--- src/design/ksme_pkg.sv ---
// Shared types and constants for the key scan to MIDI event block.
`default_nettype none

package ksme_pkg;

  // Defaults of the top level parameters
  localparam int KEY_COUNT_DEF    = 12;
  localparam int OCTAVE_COUNT_DEF = 3;
  localparam int SAMPLE_BITS_DEF  = 10;

  // Field widths
  localparam int KEY_W      = 12;
  localparam int SAMP_W     = 10;
  localparam int TIME_W     = 32;
  localparam int DEB_W      = 8;
  localparam int NOTE_W     = 7;
  localparam int CHAN_W     = 5;
  localparam int KIND_W     = 2;
  localparam int OCT_W      = 2;
  localparam int CFG_IDX_W  = 4;
  localparam int CFG_DATA_W = 10;

  // Configuration register indexes
  localparam logic [CFG_IDX_W-1:0] CFG_DEBOUNCE   = 4'd0;
  localparam logic [CFG_IDX_W-1:0] CFG_DEAD_BAND  = 4'd1;
  localparam logic [CFG_IDX_W-1:0] CFG_OCT_LOW    = 4'd2;
  localparam logic [CFG_IDX_W-1:0] CFG_OCT_HIGH   = 4'd3;
  localparam logic [CFG_IDX_W-1:0] CFG_BASE_NOTE  = 4'd4;
  localparam logic [CFG_IDX_W-1:0] CFG_VELOCITY   = 4'd5;
  localparam logic [CFG_IDX_W-1:0] CFG_CONTROLLER = 4'd6;
  localparam logic [CFG_IDX_W-1:0] CFG_CHANNEL    = 4'd7;

  // Configuration reset values
  localparam logic [DEB_W-1:0]  DEBOUNCE_RST   = 8'd10;
  localparam logic [SAMP_W-1:0] DEAD_BAND_RST  = 10'd6;
  localparam logic [SAMP_W-1:0] OCT_LOW_RST    = 10'd40;
  localparam logic [SAMP_W-1:0] OCT_HIGH_RST   = 10'd880;
  localparam logic [NOTE_W-1:0] BASE_NOTE_RST  = 7'd36;
  localparam logic [NOTE_W-1:0] VELOCITY_RST   = 7'd100;
  localparam logic [NOTE_W-1:0] CONTROLLER_RST = 7'd16;
  localparam logic [CHAN_W-1:0] CHANNEL_RST    = 5'd1;

  // Control change always goes out on channel one
  localparam logic [CHAN_W-1:0] CC_CHANNEL = 5'd1;

  typedef enum logic [KIND_W-1:0] {
    EV_NOTE_ON  = 2'd0,
    EV_NOTE_OFF = 2'd1,
    EV_CTRL     = 2'd2
  } kind_e;

  typedef struct packed {
    kind_e             kind;
    logic [CHAN_W-1:0] chan;
    logic [NOTE_W-1:0] number;
    logic [NOTE_W-1:0] value;
  } ev_t;

endpackage

`default_nettype wire

--- src/design/key_scan_to_midi_events_core.sv ---
// Key scan to MIDI event converter: top level with scan sequencer and config registers.
//
// Usage: one request on the input channel carries a whole scan (key levels,
// expression and octave slider samples, time in ms). The block walks the
// keys in order against the sounding map held in a synchronous memory,
// then checks the expression slider, then the octave slider, and on an
// octave change sweeps the whole map to turn off every sounding note.
// Events leave on the output channel in that order; last_event_o marks
// the final event of a scan. A scan with no events produces no request.
// The map memory is walked one entry per cycle while the output has
// room. in_stall_o stays high until the scan is fully processed and its
// last event sits in the output register. When out_stall_i is held the
// walk pauses at the next event; nothing is lost. Config writes are
// always accepted (cfg_ready_o high) and should happen between scans.
// Reset clears the sounding map and press times, the slider history and
// octave, and loads the register defaults.
`default_nettype none

module key_scan_to_midi_events_core #(
  parameter int KEY_COUNT    = ksme_pkg::KEY_COUNT_DEF,
  parameter int OCTAVE_COUNT = ksme_pkg::OCTAVE_COUNT_DEF,
  parameter int SAMPLE_BITS  = ksme_pkg::SAMPLE_BITS_DEF
) (
  input  logic                            clk_i,
  input  logic                            rst_ni,
  input  logic                            in_valid_i,
  output logic                            in_stall_o,
  input  logic [ksme_pkg::KEY_W-1:0]      key_levels_i,
  input  logic [ksme_pkg::SAMP_W-1:0]     expression_sample_i,
  input  logic [ksme_pkg::SAMP_W-1:0]     octave_sample_i,
  input  logic [ksme_pkg::TIME_W-1:0]     now_ms_i,
  output logic                            out_valid_o,
  input  logic                            out_stall_i,
  output logic [ksme_pkg::KIND_W-1:0]     event_kind_o,
  output logic [ksme_pkg::CHAN_W-1:0]     event_channel_o,
  output logic [ksme_pkg::NOTE_W-1:0]     event_number_o,
  output logic [ksme_pkg::NOTE_W-1:0]     event_value_o,
  output logic                            last_event_o,
  input  logic                            cfg_valid_i,
  output logic                            cfg_ready_o,
  input  logic [ksme_pkg::CFG_IDX_W-1:0]  cfg_index_i,
  input  logic [ksme_pkg::CFG_DATA_W-1:0] cfg_data_i
);
  import ksme_pkg::*;

  localparam int MAP_DEPTH = KEY_COUNT * OCTAVE_COUNT;
  localparam int KW        = (KEY_COUNT > 1) ? $clog2(KEY_COUNT) : 1;
  localparam int MW        = (MAP_DEPTH > 1) ? $clog2(MAP_DEPTH) : 1;
  localparam int SHIFT     = SAMPLE_BITS - NOTE_W;
  localparam logic [SAMP_W-1:0] SMASK =
    (SAMPLE_BITS >= SAMP_W) ? {SAMP_W{1'b1}} : SAMP_W'((1 << SAMPLE_BITS) - 1);
  localparam logic [OCT_W-1:0] OCT_MAX = OCT_W'(OCTAVE_COUNT - 1);

  typedef enum logic [2:0] {
    ST_IDLE,
    ST_KEYS,
    ST_CTRL,
    ST_OCT,
    ST_FLUSH,
    ST_FIN
  } st_e;

  st_e state_q;
  logic [MW-1:0] cnt_q;

  // config
  logic [DEB_W-1:0]  debounce_q;
  logic [SAMP_W-1:0] dead_band_q;
  logic [SAMP_W-1:0] oct_low_q;
  logic [SAMP_W-1:0] oct_high_q;
  logic [NOTE_W-1:0] base_q;
  logic [NOTE_W-1:0] vel_q;
  logic [NOTE_W-1:0] ctrl_q;
  logic [CHAN_W-1:0] chan_q;

  // slider history and octave
  logic [SAMP_W-1:0] last_expr_q;
  logic [SAMP_W-1:0] last_octs_q;
  logic [OCT_W-1:0]  cur_oct_q;

  // latched scan
  logic [KEY_W-1:0]  keys_q;
  logic [SAMP_W-1:0] expr_q;
  logic [SAMP_W-1:0] octs_q;
  logic [TIME_W-1:0] now_q;

  logic              in_acc;
  logic [KW-1:0]     kidx;
  logic [MW-1:0]     key_addr;
  logic              at_key_end;
  logic              at_map_end;
  logic [KEY_COUNT-1:0] press_vec;
  logic              pressed;
  logic              sounding;
  logic [TIME_W-1:0] press_rd;
  logic [TIME_W-1:0] elapsed;
  logic              on_ok;
  logic              off_ok;
  logic [SAMP_W-1:0] expr_diff;
  logic [SAMP_W-1:0] octs_diff;
  logic              expr_move;
  logic              octs_move;
  logic [OCT_W-1:0]  oct_raw;
  logic [OCT_W-1:0]  oct_sel;
  logic [NOTE_W-1:0] cc_val;

  logic          room;
  logic          push;
  logic          fin;
  ev_t           ev;
  logic          step;
  logic [MW-1:0] map_raddr;
  logic          map_we;
  logic          map_wdata;
  logic [KW-1:0] press_raddr;
  logic          press_we;

  assign in_stall_o  = (state_q != ST_IDLE);
  assign in_acc      = in_valid_i && !in_stall_o;
  assign cfg_ready_o = 1'b1;

  for (genvar k = 0; k < KEY_COUNT; k++) begin : g_press
    if (k < KEY_W) begin : g_in
      assign press_vec[k] = ~keys_q[k];
    end else begin : g_none
      assign press_vec[k] = 1'b0;
    end
  end

  assign kidx       = cnt_q[KW-1:0];
  assign key_addr   = cnt_q + MW'(KEY_COUNT) * MW'(cur_oct_q);
  assign at_key_end = (cnt_q == MW'(KEY_COUNT - 1));
  assign at_map_end = (cnt_q == MW'(MAP_DEPTH - 1));
  assign pressed    = press_vec[kidx];
  assign elapsed    = now_q - press_rd;
  assign on_ok      = pressed && !sounding && (elapsed > TIME_W'(debounce_q));
  assign off_ok     = !pressed && sounding;

  assign expr_diff = (expr_q > last_expr_q) ? expr_q - last_expr_q : last_expr_q - expr_q;
  assign octs_diff = (octs_q > last_octs_q) ? octs_q - last_octs_q : last_octs_q - octs_q;
  assign expr_move = expr_diff > dead_band_q;
  assign octs_move = octs_diff > dead_band_q;
  assign cc_val    = ~NOTE_W'(expr_q >> SHIFT);

  always_comb begin
    if (octs_q < oct_low_q) begin
      oct_raw = 2'd0;
    end else if (octs_q < oct_high_q) begin
      oct_raw = 2'd1;
    end else begin
      oct_raw = 2'd2;
    end
    oct_sel = (oct_raw > OCT_MAX) ? OCT_MAX : oct_raw;
  end

  always_comb begin
    push        = 1'b0;
    fin         = 1'b0;
    step        = 1'b0;
    map_we      = 1'b0;
    map_wdata   = 1'b0;
    press_we    = 1'b0;
    ev.kind     = EV_NOTE_OFF;
    ev.chan     = chan_q;
    ev.number   = base_q + NOTE_W'(key_addr);
    ev.value    = vel_q;
    map_raddr   = key_addr;
    press_raddr = kidx;
    case (state_q)
      ST_KEYS: begin
        if (on_ok || off_ok) begin
          ev.kind   = on_ok ? EV_NOTE_ON : EV_NOTE_OFF;
          push      = room;
          map_we    = room;
          map_wdata = on_ok;
          press_we  = on_ok && room;
          step      = room;
        end else begin
          step = 1'b1;
        end
        if (step && !at_key_end) begin
          map_raddr   = key_addr + MW'(1);
          press_raddr = kidx + KW'(1);
        end
      end
      ST_CTRL: begin
        ev.kind   = EV_CTRL;
        ev.chan   = CC_CHANNEL;
        ev.number = ctrl_q;
        ev.value  = cc_val;
        push      = expr_move && room;
      end
      ST_OCT: begin
        map_raddr = '0;
      end
      ST_FLUSH: begin
        ev.number = base_q + NOTE_W'(cnt_q);
        if (sounding) begin
          push   = room;
          map_we = room;
          step   = room;
        end else begin
          step = 1'b1;
        end
        map_raddr = (step && !at_map_end) ? cnt_q + MW'(1) : cnt_q;
      end
      ST_FIN: begin
        fin = 1'b1;
      end
      default: begin
      end
    endcase
  end

  always_ff @(posedge clk_i or negedge rst_ni) begin
    if (!rst_ni) begin
      state_q     <= ST_IDLE;
      cnt_q       <= '0;
      last_expr_q <= '0;
      last_octs_q <= '0;
      cur_oct_q   <= '0;
      debounce_q  <= DEBOUNCE_RST;
      dead_band_q <= DEAD_BAND_RST;
      oct_low_q   <= OCT_LOW_RST;
      oct_high_q  <= OCT_HIGH_RST;
      base_q      <= BASE_NOTE_RST;
      vel_q       <= VELOCITY_RST;
      ctrl_q      <= CONTROLLER_RST;
      chan_q      <= CHANNEL_RST;
    end else begin
      if (cfg_valid_i && cfg_ready_o) begin
        case (cfg_index_i)
          CFG_DEBOUNCE:   debounce_q  <= cfg_data_i[DEB_W-1:0];
          CFG_DEAD_BAND:  dead_band_q <= cfg_data_i[SAMP_W-1:0];
          CFG_OCT_LOW:    oct_low_q   <= cfg_data_i[SAMP_W-1:0];
          CFG_OCT_HIGH:   oct_high_q  <= cfg_data_i[SAMP_W-1:0];
          CFG_BASE_NOTE:  base_q      <= cfg_data_i[NOTE_W-1:0];
          CFG_VELOCITY:   vel_q       <= cfg_data_i[NOTE_W-1:0];
          CFG_CONTROLLER: ctrl_q      <= cfg_data_i[NOTE_W-1:0];
          CFG_CHANNEL:    chan_q      <= cfg_data_i[CHAN_W-1:0];
          default: begin
          end
        endcase
      end
      case (state_q)
        ST_IDLE: begin
          if (in_acc) begin
            state_q <= ST_KEYS;
          end
        end
        ST_KEYS: begin
          if (step) begin
            if (at_key_end) begin
              cnt_q   <= '0;
              state_q <= ST_CTRL;
            end else begin
              cnt_q <= cnt_q + MW'(1);
            end
          end
        end
        ST_CTRL: begin
          if (!expr_move) begin
            state_q <= ST_OCT;
          end else if (room) begin
            last_expr_q <= expr_q;
            state_q     <= ST_OCT;
          end
        end
        ST_OCT: begin
          if (octs_move) begin
            cur_oct_q   <= oct_sel;
            last_octs_q <= octs_q;
            state_q     <= (oct_sel != cur_oct_q) ? ST_FLUSH : ST_FIN;
          end else begin
            state_q <= ST_FIN;
          end
        end
        ST_FLUSH: begin
          if (step) begin
            if (at_map_end) begin
              cnt_q   <= '0;
              state_q <= ST_FIN;
            end else begin
              cnt_q <= cnt_q + MW'(1);
            end
          end
        end
        ST_FIN: begin
          if (room) begin
            state_q <= ST_IDLE;
          end
        end
        default: begin
          state_q <= ST_IDLE;
        end
      endcase
    end
  end

  always_ff @(posedge clk_i) begin
    if (in_acc) begin
      keys_q <= key_levels_i;
      expr_q <= expression_sample_i & SMASK;
      octs_q <= octave_sample_i & SMASK;
      now_q  <= now_ms_i;
    end
  end

  ksme_store #(
    .KEY_COUNT (KEY_COUNT),
    .MAP_DEPTH (MAP_DEPTH)
  ) u_store (
    .clk_i         (clk_i),
    .rst_ni        (rst_ni),
    .map_raddr_i   (map_raddr),
    .map_we_i      (map_we),
    .map_wdata_i   (map_wdata),
    .map_rdata_o   (sounding),
    .press_raddr_i (press_raddr),
    .press_we_i    (press_we),
    .press_wdata_i (now_q),
    .press_rdata_o (press_rd)
  );

  ksme_evq u_evq (
    .clk_i           (clk_i),
    .rst_ni          (rst_ni),
    .push_i          (push),
    .ev_i            (ev),
    .fin_i           (fin),
    .room_o          (room),
    .out_valid_o     (out_valid_o),
    .out_stall_i     (out_stall_i),
    .event_kind_o    (event_kind_o),
    .event_channel_o (event_channel_o),
    .event_number_o  (event_number_o),
    .event_value_o   (event_value_o),
    .last_event_o    (last_event_o)
  );

endmodule

`default_nettype wire

--- src/design/ksme_store.sv ---
// Sounding map and press time memories with per-entry valid bits.
`default_nettype none

module ksme_store #(
  parameter int KEY_COUNT = ksme_pkg::KEY_COUNT_DEF,
  parameter int MAP_DEPTH = ksme_pkg::KEY_COUNT_DEF * ksme_pkg::OCTAVE_COUNT_DEF,
  localparam int KW = (KEY_COUNT > 1) ? $clog2(KEY_COUNT) : 1,
  localparam int MW = (MAP_DEPTH > 1) ? $clog2(MAP_DEPTH) : 1
) (
  input  logic                        clk_i,
  input  logic                        rst_ni,
  input  logic [MW-1:0]               map_raddr_i,
  input  logic                        map_we_i,
  input  logic                        map_wdata_i,
  output logic                        map_rdata_o,
  input  logic [KW-1:0]               press_raddr_i,
  input  logic                        press_we_i,
  input  logic [ksme_pkg::TIME_W-1:0] press_wdata_i,
  output logic [ksme_pkg::TIME_W-1:0] press_rdata_o
);
  import ksme_pkg::*;

  logic              map_mem [MAP_DEPTH];
  logic [TIME_W-1:0] press_mem [KEY_COUNT];

  logic [MAP_DEPTH-1:0] map_vld_q;
  logic [KEY_COUNT-1:0] press_vld_q;
  logic [MW-1:0]        map_addr_q;
  logic [KW-1:0]        press_addr_q;
  logic                 map_rv_q;
  logic                 press_rv_q;
  logic                 map_rd_q;
  logic [TIME_W-1:0]    press_rd_q;

  // writes go back to the entry read in the previous cycle
  always_ff @(posedge clk_i or negedge rst_ni) begin
    if (!rst_ni) begin
      map_vld_q    <= '0;
      press_vld_q  <= '0;
      map_rv_q     <= 1'b0;
      press_rv_q   <= 1'b0;
      map_addr_q   <= '0;
      press_addr_q <= '0;
    end else begin
      map_addr_q   <= map_raddr_i;
      press_addr_q <= press_raddr_i;
      map_rv_q     <= map_vld_q[map_raddr_i];
      press_rv_q   <= press_vld_q[press_raddr_i];
      if (map_we_i) begin
        map_vld_q[map_addr_q] <= 1'b1;
      end
      if (press_we_i) begin
        press_vld_q[press_addr_q] <= 1'b1;
      end
    end
  end

  always_ff @(posedge clk_i) begin
    map_rd_q   <= map_mem[map_raddr_i];
    press_rd_q <= press_mem[press_raddr_i];
    if (map_we_i) begin
      map_mem[map_addr_q] <= map_wdata_i;
    end
    if (press_we_i) begin
      press_mem[press_addr_q] <= press_wdata_i;
    end
  end

  assign map_rdata_o   = map_rv_q & map_rd_q;
  assign press_rdata_o = press_rv_q ? press_rd_q : '0;

endmodule

`default_nettype wire

--- src/design/ksme_evq.sv ---
// Event holding stage and output register; marks the final event of a scan.
`default_nettype none

module ksme_evq (
  input  logic                        clk_i,
  input  logic                        rst_ni,
  input  logic                        push_i,
  input  ksme_pkg::ev_t               ev_i,
  input  logic                        fin_i,
  output logic                        room_o,
  output logic                        out_valid_o,
  input  logic                        out_stall_i,
  output logic [ksme_pkg::KIND_W-1:0] event_kind_o,
  output logic [ksme_pkg::CHAN_W-1:0] event_channel_o,
  output logic [ksme_pkg::NOTE_W-1:0] event_number_o,
  output logic [ksme_pkg::NOTE_W-1:0] event_value_o,
  output logic                        last_event_o
);
  import ksme_pkg::*;

  logic pend_vld_q;
  logic out_vld_q;
  ev_t  pend_q;
  ev_t  out_ev_q;
  logic out_last_q;
  logic out_free;
  logic move;

  assign out_free = !out_vld_q || !out_stall_i;
  assign room_o   = !pend_vld_q || out_free;
  assign move     = out_free && pend_vld_q && (push_i || fin_i);

  always_ff @(posedge clk_i or negedge rst_ni) begin
    if (!rst_ni) begin
      pend_vld_q <= 1'b0;
      out_vld_q  <= 1'b0;
    end else begin
      if (out_free) begin
        out_vld_q <= move;
      end
      if (push_i && room_o) begin
        pend_vld_q <= 1'b1;
      end else if (fin_i && room_o) begin
        pend_vld_q <= 1'b0;
      end
    end
  end

  always_ff @(posedge clk_i) begin
    if (push_i && room_o) begin
      pend_q <= ev_i;
    end
    if (move) begin
      out_ev_q   <= pend_q;
      out_last_q <= fin_i;
    end
  end

  assign out_valid_o     = out_vld_q;
  assign event_kind_o    = out_ev_q.kind;
  assign event_channel_o = out_ev_q.chan;
  assign event_number_o  = out_ev_q.number;
  assign event_value_o   = out_ev_q.value;
  assign last_event_o    = out_last_q;

endmodule

`default_nettype wire

--- config.mk ---
export PLATFORM = sky130hd
export DESIGN_NAME = key_scan_to_midi_events_core
export DESIGN_NICKNAME = d
export VERILOG_FILES = /design/src/design/ksme_pkg.sv /design/src/design/key_scan_to_midi_events_core.sv /design/src/design/ksme_store.sv /design/src/design/ksme_evq.sv
export SDC_FILE = /design/constraint.sdc
export NUM_CORES = 1
export LEC_CHECK = 0
export ABC_AREA = 1
export BUFFER_PORTS_ARGS = -buffer_cell sky130_fd_sc_hd__buf_2
export CAP_MARGIN = 5
export CORE_ASPECT_RATIO = 1.4
export CORE_MARGIN = 2
export CORE_UTILIZATION = 45
export CTS_BUF_LIST = sky130_fd_sc_hd__clkbuf_2
export DETAILED_ROUTE_END_ITERATION = 6
export PLACE_DENSITY = 0.68
export SYNTH_ARGS = -nofsm -noshare
export SYNTH_HDL_FRONTEND = slang
export SYNTH_HIERARCHICAL = 1
export SYNTH_SLANG_ARGS = --single-unit
--- constraint.sdc ---
create_clock -name clk_i -period 5.6 [get_ports clk_i]
set_input_delay 0.56 -clock clk_i [delete_from_list [all_inputs] [get_ports clk_i]]
set_output_delay 0.56 -clock clk_i [all_outputs]
set_load 0.05 [all_outputs]
# Word-level counts from Yosys, hierarchy flattened
# Memories as Yosys holds them, arrays and structs flattened. A register that Yosys moved wholly into a read port is not among the register bits.
# Index checks and enable logic that the tools add are counted.
op_classes:
  add_sub_neg: 11
  n_mul: 1
  div: 0
  order_cmp: 15
  n_eq_ne: 22
  shift: 0
  n_mux: 62
  bitwise_logic: 16
  reduce_logical: 43
op_table:
  columns: ["cell", "count"]
  rows:
  - ["$gt 10x10->1", 4]
  - ["$sub 10x10->10", 4]
  - ["$mux 6", 6]
  - ["$or 36x36->36", 1]
  - ["$gt 32x8->1", 1]
  - ["$mux 32", 1]
  - ["$sub 32x32->32", 1]
  - ["$mux 1", 26]
  - ["$mux 3", 8]
  - ["$lt 10x10->1", 2]
  - ["$mux 10", 2]
  - ["$pmux 3 s6", 1]
  - ["$pmux 6 s3", 1]
  - ["$reduce_and 2->1", 9]
  - ["$eq 4x3->1 const B", 4]
  - ["$lt 4x5->1 const B", 3]
  - ["$add 7x6->7", 2]
  - ["$logic_and 1x1->1", 14]
  - ["$lt 6x7->1 const B", 2]
  - ["$pmux 7 s2", 1]
  - ["$add 6x1->6 const B", 2]
  - ["$ne 2x2->1 const B", 6]
  - ["$not 1->1", 12]
  - ["$or 12x12->12", 1]
  - ["36 further kinds", 56]
word_totals:
  register_bits: 264
  latch_bits: 0
  ramBits: 420
  romBits: 0
  in_bits: 83
  out_inout_bits: 25
  mem_count: 2
mem_list:
  columns: ["name", "words", "width", "rd", "rd_ports_with_merged_regs", "wr", "line_no", "source"]
  rows:
  - ["u_store.press_mem", 12, 32, 1, 1, 1, "ksme_store.sv:24", "logic [TIME_W-1:0] press_mem [KEY_COUNT];"]
  - ["u_store.map_mem", 36, 1, 1, 1, 1, "ksme_store.sv:23", "logic map_mem [MAP_DEPTH];"]

# Logic depth before layout (Yosys ltp)
logic_depth:
  word_depth: 13
  ltp_mapped: 40

# Modules after synthesis
# The synthesis kept the hierarchy.
by_module_without_submodules:
  columns: ["mod", "instances", "cells_per_inst", "area_per_inst_um2", "seq_area_each_um2"]
  rows:
  - ["ksme_store", 1, 1627, 19961.6, 14774.2]
  - ["key_scan_to_midi_events_core", 1, 1619, 12090.3, 4321.6]
  - ["ksme_evq", 1, 58, 1398.8, 1341.3]

# Worst setup path before layout
# Ideal clock, no wire load.
synth_path:
  kind: "register to register"
  from: "reg u_store.press_rv_q"
  to: "mem u_store.press_mem[11][0] (enable)"
  arrival_ps: 4469
  required_ps: 5178
  setup_slack_ps: 709
  path_stages_with_launch: 28
  period_less_slack_ps: 4891
  path_cell_list: "dfrtp_1 -> clkbuf_1 -> nand2_1 -> inv_1 -> inv_1 -> ha_1 -> a21oi_2 -> nand2_2 -> nand2_1 -> nand2_1 -> xor2_1 -> ha_1 -> nand2_1 -> nor2_1 -> nand2_1 -> nand2_1 -> nand2_1 -> nand2_1 -> nor2_1 -> nand3_1 -> nor2_1 -> nand3_1 -> nor2_1 -> nand2_1 -> nand2_2 -> nor3_1 -> nand3_1 -> nor2_1"
synth_via:
  elab_chain_len: 9
  elab_cells_between_ends: 10
  cone_classes: "add/sub: 1; order compare: 1; mux: 5; reduce/logical: 3"
synth_lines:
  columns: ["item", "line_no", "source"]
  rows:
  - ["start: declaration", "ksme_store.sv:31", "logic press_rv_q;"]
  - ["start signal: assignment", "ksme_store.sv:48", "press_rv_q <= press_vld_q[press_raddr_i];"]
  - ["$mux 32 (*)", "ksme_store.sv:70", "assign press_rdata_o = press_rv_q ? press_rd_q : '0;"]
  - ["named net press_rd[2]", "key_scan_to_midi_events_core.sv:95", "logic [TIME_W-1:0] press_rd;"]
  - ["$sub 32x32->32 (*)", "key_scan_to_midi_events_core.sv:135", "assign elapsed = now_q - press_rd;"]
  - ["$gt 32x8->1 (*)", "key_scan_to_midi_events_core.sv:136", "assign on_ok = pressed && !sounding && (elapsed > TIME_W'(debounce_q));"]
  - ["$logic_and 1x1->1 (*)", "key_scan_to_midi_events_core.sv:136", null]
  - ["$logic_and 1x1->1 / $logic_or 1x1->1 (equally long branches)", "key_scan_to_midi_events_core.sv:176, key_scan_to_midi_events_core.sv:171", null]
  - ["$mux 1 (*)", "key_scan_to_midi_events_core.sv:171", "if (on_ok || off_ok) begin"]
  - ["$mux 1 (*)", "key_scan_to_midi_events_core.sv:169", "case (state_q)"]
  - ["named net press_we", "key_scan_to_midi_events_core.sv:116", "logic press_we;"]
  - ["$mux 1 (*)", "ksme_store.sv:64", "if (press_we_i) begin"]
  - ["$mux 1 (not written as such) (*)", "ksme_store.sv:65", "press_mem[press_addr_q] <= press_wdata_i;"]
  - ["end: declaration", "ksme_store.sv:24", null]
# The timed path passes the listed nets; every way through them passes the cells marked *.

# Worst setup path after layout
layout_path:
  from: "reg now_q[0]"
  to: "reg u_store.press_rd_q[14] (read register of u_store.press_mem)"
layout_via:
  elab_chain_len: 9
layout_lines:
  columns: ["item", "line_no", "source"]
  rows:
  - ["start: declaration", "key_scan_to_midi_events_core.sv:85", "logic [TIME_W-1:0] now_q;"]
  - ["start signal: assignment", "key_scan_to_midi_events_core.sv:305", "now_q <= now_ms_i;"]
  - ["$sub 32x32->32", "key_scan_to_midi_events_core.sv:135", null]
  - ["$gt 32x8->1", "key_scan_to_midi_events_core.sv:136", null]
  - ["$logic_and 1x1->1", "key_scan_to_midi_events_core.sv:136", null]
  - ["$logic_or 1x1->1", "key_scan_to_midi_events_core.sv:171", null]
  - ["$mux 1", "key_scan_to_midi_events_core.sv:171", null]
  - ["$mux 1", "key_scan_to_midi_events_core.sv:169", null]
  - ["$logic_and 1x1->1", "key_scan_to_midi_events_core.sv:181", "if (step && !at_key_end) begin"]
  - ["$mux 4", "key_scan_to_midi_events_core.sv:181", null]
  - ["$mux 4", "key_scan_to_midi_events_core.sv:169", null]
  - ["named net press_raddr[0]", "key_scan_to_midi_events_core.sv:115", "logic [KW-1:0] press_raddr;"]
  - ["end: declaration", "ksme_store.sv:33", "logic [TIME_W-1:0] press_rd_q;"]
# The timed path passes the listed nets, and every way through them passes these cells. The select of a mux whose other input is x is not followed.
# A chain may end at the register's enable or synchronous reset.

==> results.sh <==
export IMPL_cts_buffer_depth=3
export IMPL_path_buf_inv=3
export IMPL_finalCritPeriodShare=0.919
export IMPL_tightest_slew_ns=1.20
export IMPL_synth_nets=3521
export IMPL_yosysMostFrequentCell="nand2_1"
export IMPL_core_mm2=0.0738
export IMPL_critPathSlowestCell="edfxtp_1"
export IMPL_dieArea_mm2=0.0766
export IMPL_synth_area_per_cell_um2=10.1
export IMPL_clk_pin_slew_worst_paths_ns=0.11
export IMPL_maxCapViolations=0
export IMPL_numCtsBuffers=166
export IMPL_yosysSeqAreaShare=0.611
export IMPL_post_drt_wl_per_cell_um=18.5
export IMPL_remaining_drc_errors=2
export IMPL_ys_ff_latch=717
export IMPL_drive_above_1_share=0.145
export IMPL_powerDensity_mw_per_mm2=595
export IMPL_cp_start_kind="flop"
export IMPL_critical_path_class="flop to flop"
export IMPL_place_inst=4304
export IMPL_placed_area_mm2=0.0353
export IMPL_fin_ws_ns=0.451
export IMPL_routed_wl_um=88500
export IMPL_syn_area_mm2=0.0335
export IMPL_yosys_area_share_adder=0.0517
export IMPL_fin_nets=3899
export IMPL_worstSkewPairLatency_ns=1.39
export IMPL_violations="DRC"
export IMPL_synth_edf_count=527
export IMPL_grt_max_degree=105
export IMPL_antenna_found_initial=3
export IMPL_p_leak_nw=16.3
export IMPL_dr_first_iter_drc_count=1797
export IMPL_slew_headroom=0.200
export IMPL_synth_top_cells_by_count="nand2_1 (591), edfxtp_1 (527), inv_1 (385), nor2_1 (385), o21ai_0 (303)"
export IMPL_numPortBuffers=106
export IMPL_outcome="complete, but fails checks"
export IMPL_startpoint="now_q[0]"
export IMPL_slew_violations=0
export IMPL_cts_sinks=717
export IMPL_ys_warn_count=6
export IMPL_grt_pass1_vias=25200
export IMPL_grt_pass1_wl_um=136000
export IMPL_ys_types=64
export IMPL_gp_congestion=0.949
export IMPL_fin_worst_skew_ns=0.118
export IMPL_post_place_ws_ns=0.512
export IMPL_htreeDepth=4
export IMPL_hp_start="cfg_data_i[5]"
export IMPL_cp_end_kind="flop"
export IMPL_slowest_delay_ns=0.56
export IMPL_layout_cells_non_filler=4785
export IMPL_synth_top_cell_area_share=0.473
export IMPL_final_area_mm2=0.0386
export IMPL_postRouteAntennaNets=0
export IMPL_synthMuxAreaShare=0.00120
export IMPL_synth_main_ff_cell="edfxtp_1"
export IMPL_num_vias=25000
export IMPL_start_util=0.453
export IMPL_rsz0062_at_grt="no"
export IMPL_dp_hpwl_um=55600
export IMPL_finalCriticalPeriod_ns=5.15
export IMPL_synth_cells=3304
export IMPL_cpMostUsedCell="nand2_1"
export IMPL_die_x_um=234
export IMPL_root_buffer="clkbuf_2"
export IMPL_vias_per_cell=5.22
export IMPL_crit_family="simple AND/OR/NAND/NOR gates"
export IMPL_synthTopCellsByArea="edfxtp_1 (47%), dfrtp_1 (10%), nand2_1 (6.6%), ha_1 (4.8%), o21ai_0 (4.5%)"
export IMPL_cp_arrival_ns=6.39
export IMPL_synth_compound_area_share=0.103
export IMPL_cts_tree="done"
export IMPL_grt_total_usage=0.234
export IMPL_dieHeight_um=327
export IMPL_async_flop_share=0.219
export IMPL_rr_startpoint="now_q[0]"
export IMPL_gr_total_overflow=0
export IMPL_crit_fanout=90
export IMPL_synth_xor_area_frac=0.0118
export IMPL_boundaryPins=108
export IMPL_required_ns=6.84
export IMPL_synth_top_family_by_area="simple AND/OR/NAND/NOR gates"
export IMPL_hold_violations=0
export IMPL_yosys_area_top_type="edfxtp_1"
export IMPL_synth_simple_area_share=0.158
export IMPL_peakVddDrop_v=0.000463
export IMPL_setup_viol=0
export IMPL_max_freq_mhz=194
export IMPL_fin_setup_tns_ns=0
export IMPL_row_count=118
export IMPL_area_growth_syn_to_layout_pct=15.2
export IMPL_min_path_type="input pin to flop"
export IMPL_p_total_mw=22.9
export IMPL_drtPass1Iterations=7
[metrics by stage]
stage	hold slack (ns)	util
2_1_floorplan	0.264	-
3_3_place_gp	0.404	0.478
3_5_place_dp	0.405	0.478
4_1_cts	0.0439	0.521
5_1_grt	0.118	0.522
6_report	0.205	0.522
[layout make-up]
type | instances | area [um2]
diodes | 4 | 10.0
flip-flops and latches | 717 | 20400
repair buffers | 332 | 2810
well taps | 960 | 1200
fillers | 6631 | 35300
clock inverters | 57 | 300
clock buffers | 250 | 1250
multi-input cells | 2068 | 11000
inverters | 397 | 1500
[worst reg2reg max path: cells and delay by family (launching register included)]
family,cells,cell delay [ns]
compound gates,5,0.97
simple gates,20,1.89
buf+inv,3,0.57
fa+ha+maj,3,0.93
xor+xnor,1,0.13
flops,1,0.56
[sequential cells by signal, summed over array words and instances, names as in the netlist, 12 cells and up]
name and cells:
keys_q 12, now_q 32, u_evq/pend_q 21, u_store/map_mem 36, u_store/map_vld_q 36, u_store/press_mem 384
u_store/press_rd_q 32, u_store/press_vld_q 12
[placed cells by master, fill, tap and decap left out, types with 7 or more instances in the layout]
cell,synthesis,final
nand2_1,591,591
edfxtp_1,527,527
inv_1,385,384
nor2_1,385,370
o21ai_0,303,300
clkbuf_2,7,250
nand3_1,168,168
dlygate4sd3_1,0,162
dfrtp_1,139,138
a21oi_1,128,127
ha_1,127,127
buf_2,32,105
o21ai_1,58,58
buf_4,16,50
clkinv_1,5,43
or2_2,43,43
o22ai_1,34,34
dfxtp_1,33,33
xor2_1,30,30
o211ai_1,22,22
nand4_1,21,21
a31oi_1,19,19
dfstp_2,18,18
o221ai_1,17,17
nor3_1,17,16
xnor2_1,15,15
nor2_4,0,14
nand2_2,12,12
buf_12,0,12
inv_2,5,10
nand3b_1,8,8
a221oi_1,7,7
fa_1,7,7
clkinvlp_4,0,7
[final timing paths]
| kind | end | cells past startpoint | slack, ns |
|---|---|---|---|
| hold reg to reg | u_evq/event_value_o[1] | 0 | 0.42 |
| setup / recovery | u_store/press_rd_q[14] | 32 | 0.45 |
| setup reg to reg | u_store/press_rd_q[14] | 32 | 0.45 |
| max in group asynchronous | last_expr_q[5] | 4 | 4.50 |
| hold / removal | ctrl_q[5] | 4 | 0.21 |
| min in group asynchronous | u_store/press_vld_q[11] | 4 | 0.30 |
[layer usage]
layer	GRT usage	routed length, um	vias to the layer above	share of wire
met5	0	0	-	0
met4	0.105	3240	0	0.037
met3	0.0429	4450	192	0.050
met2	0.429	47200	735	0.53
met1	0.261	33600	12000	0.38
li1	-	-	12000	-
[logic make-up after synthesis]
family	Yosys count
adders and majority gates	134
and+or+nand+nor	1261
other	1
xor gates and xnor gates	45
muxes	4
AOI/OAI and AO/OA	623
buffers and inverters	519
DFF	717
[power breakdown]
group / internal [mW] / leakage (nW) / switching, mW / total (mW)
Combinational: 4.00 / 8.14 / 7.95 / 11.9
Sequential: 6.96 / 7.00 / 0.641 / 7.60
Clock: 1.29 / 1.17 / 2.09 / 3.38
[what timing repair did]
action | CTS | global route
hold buffers | 163 | 0
endpoints found under the hold margin | 329 | 0
buffers inserted | 0 | 7
gates resized for setup | 0 | 3
setup endpoints to repair | 0 | 36
No activity file was read; power rests on OpenSTA's default activity.
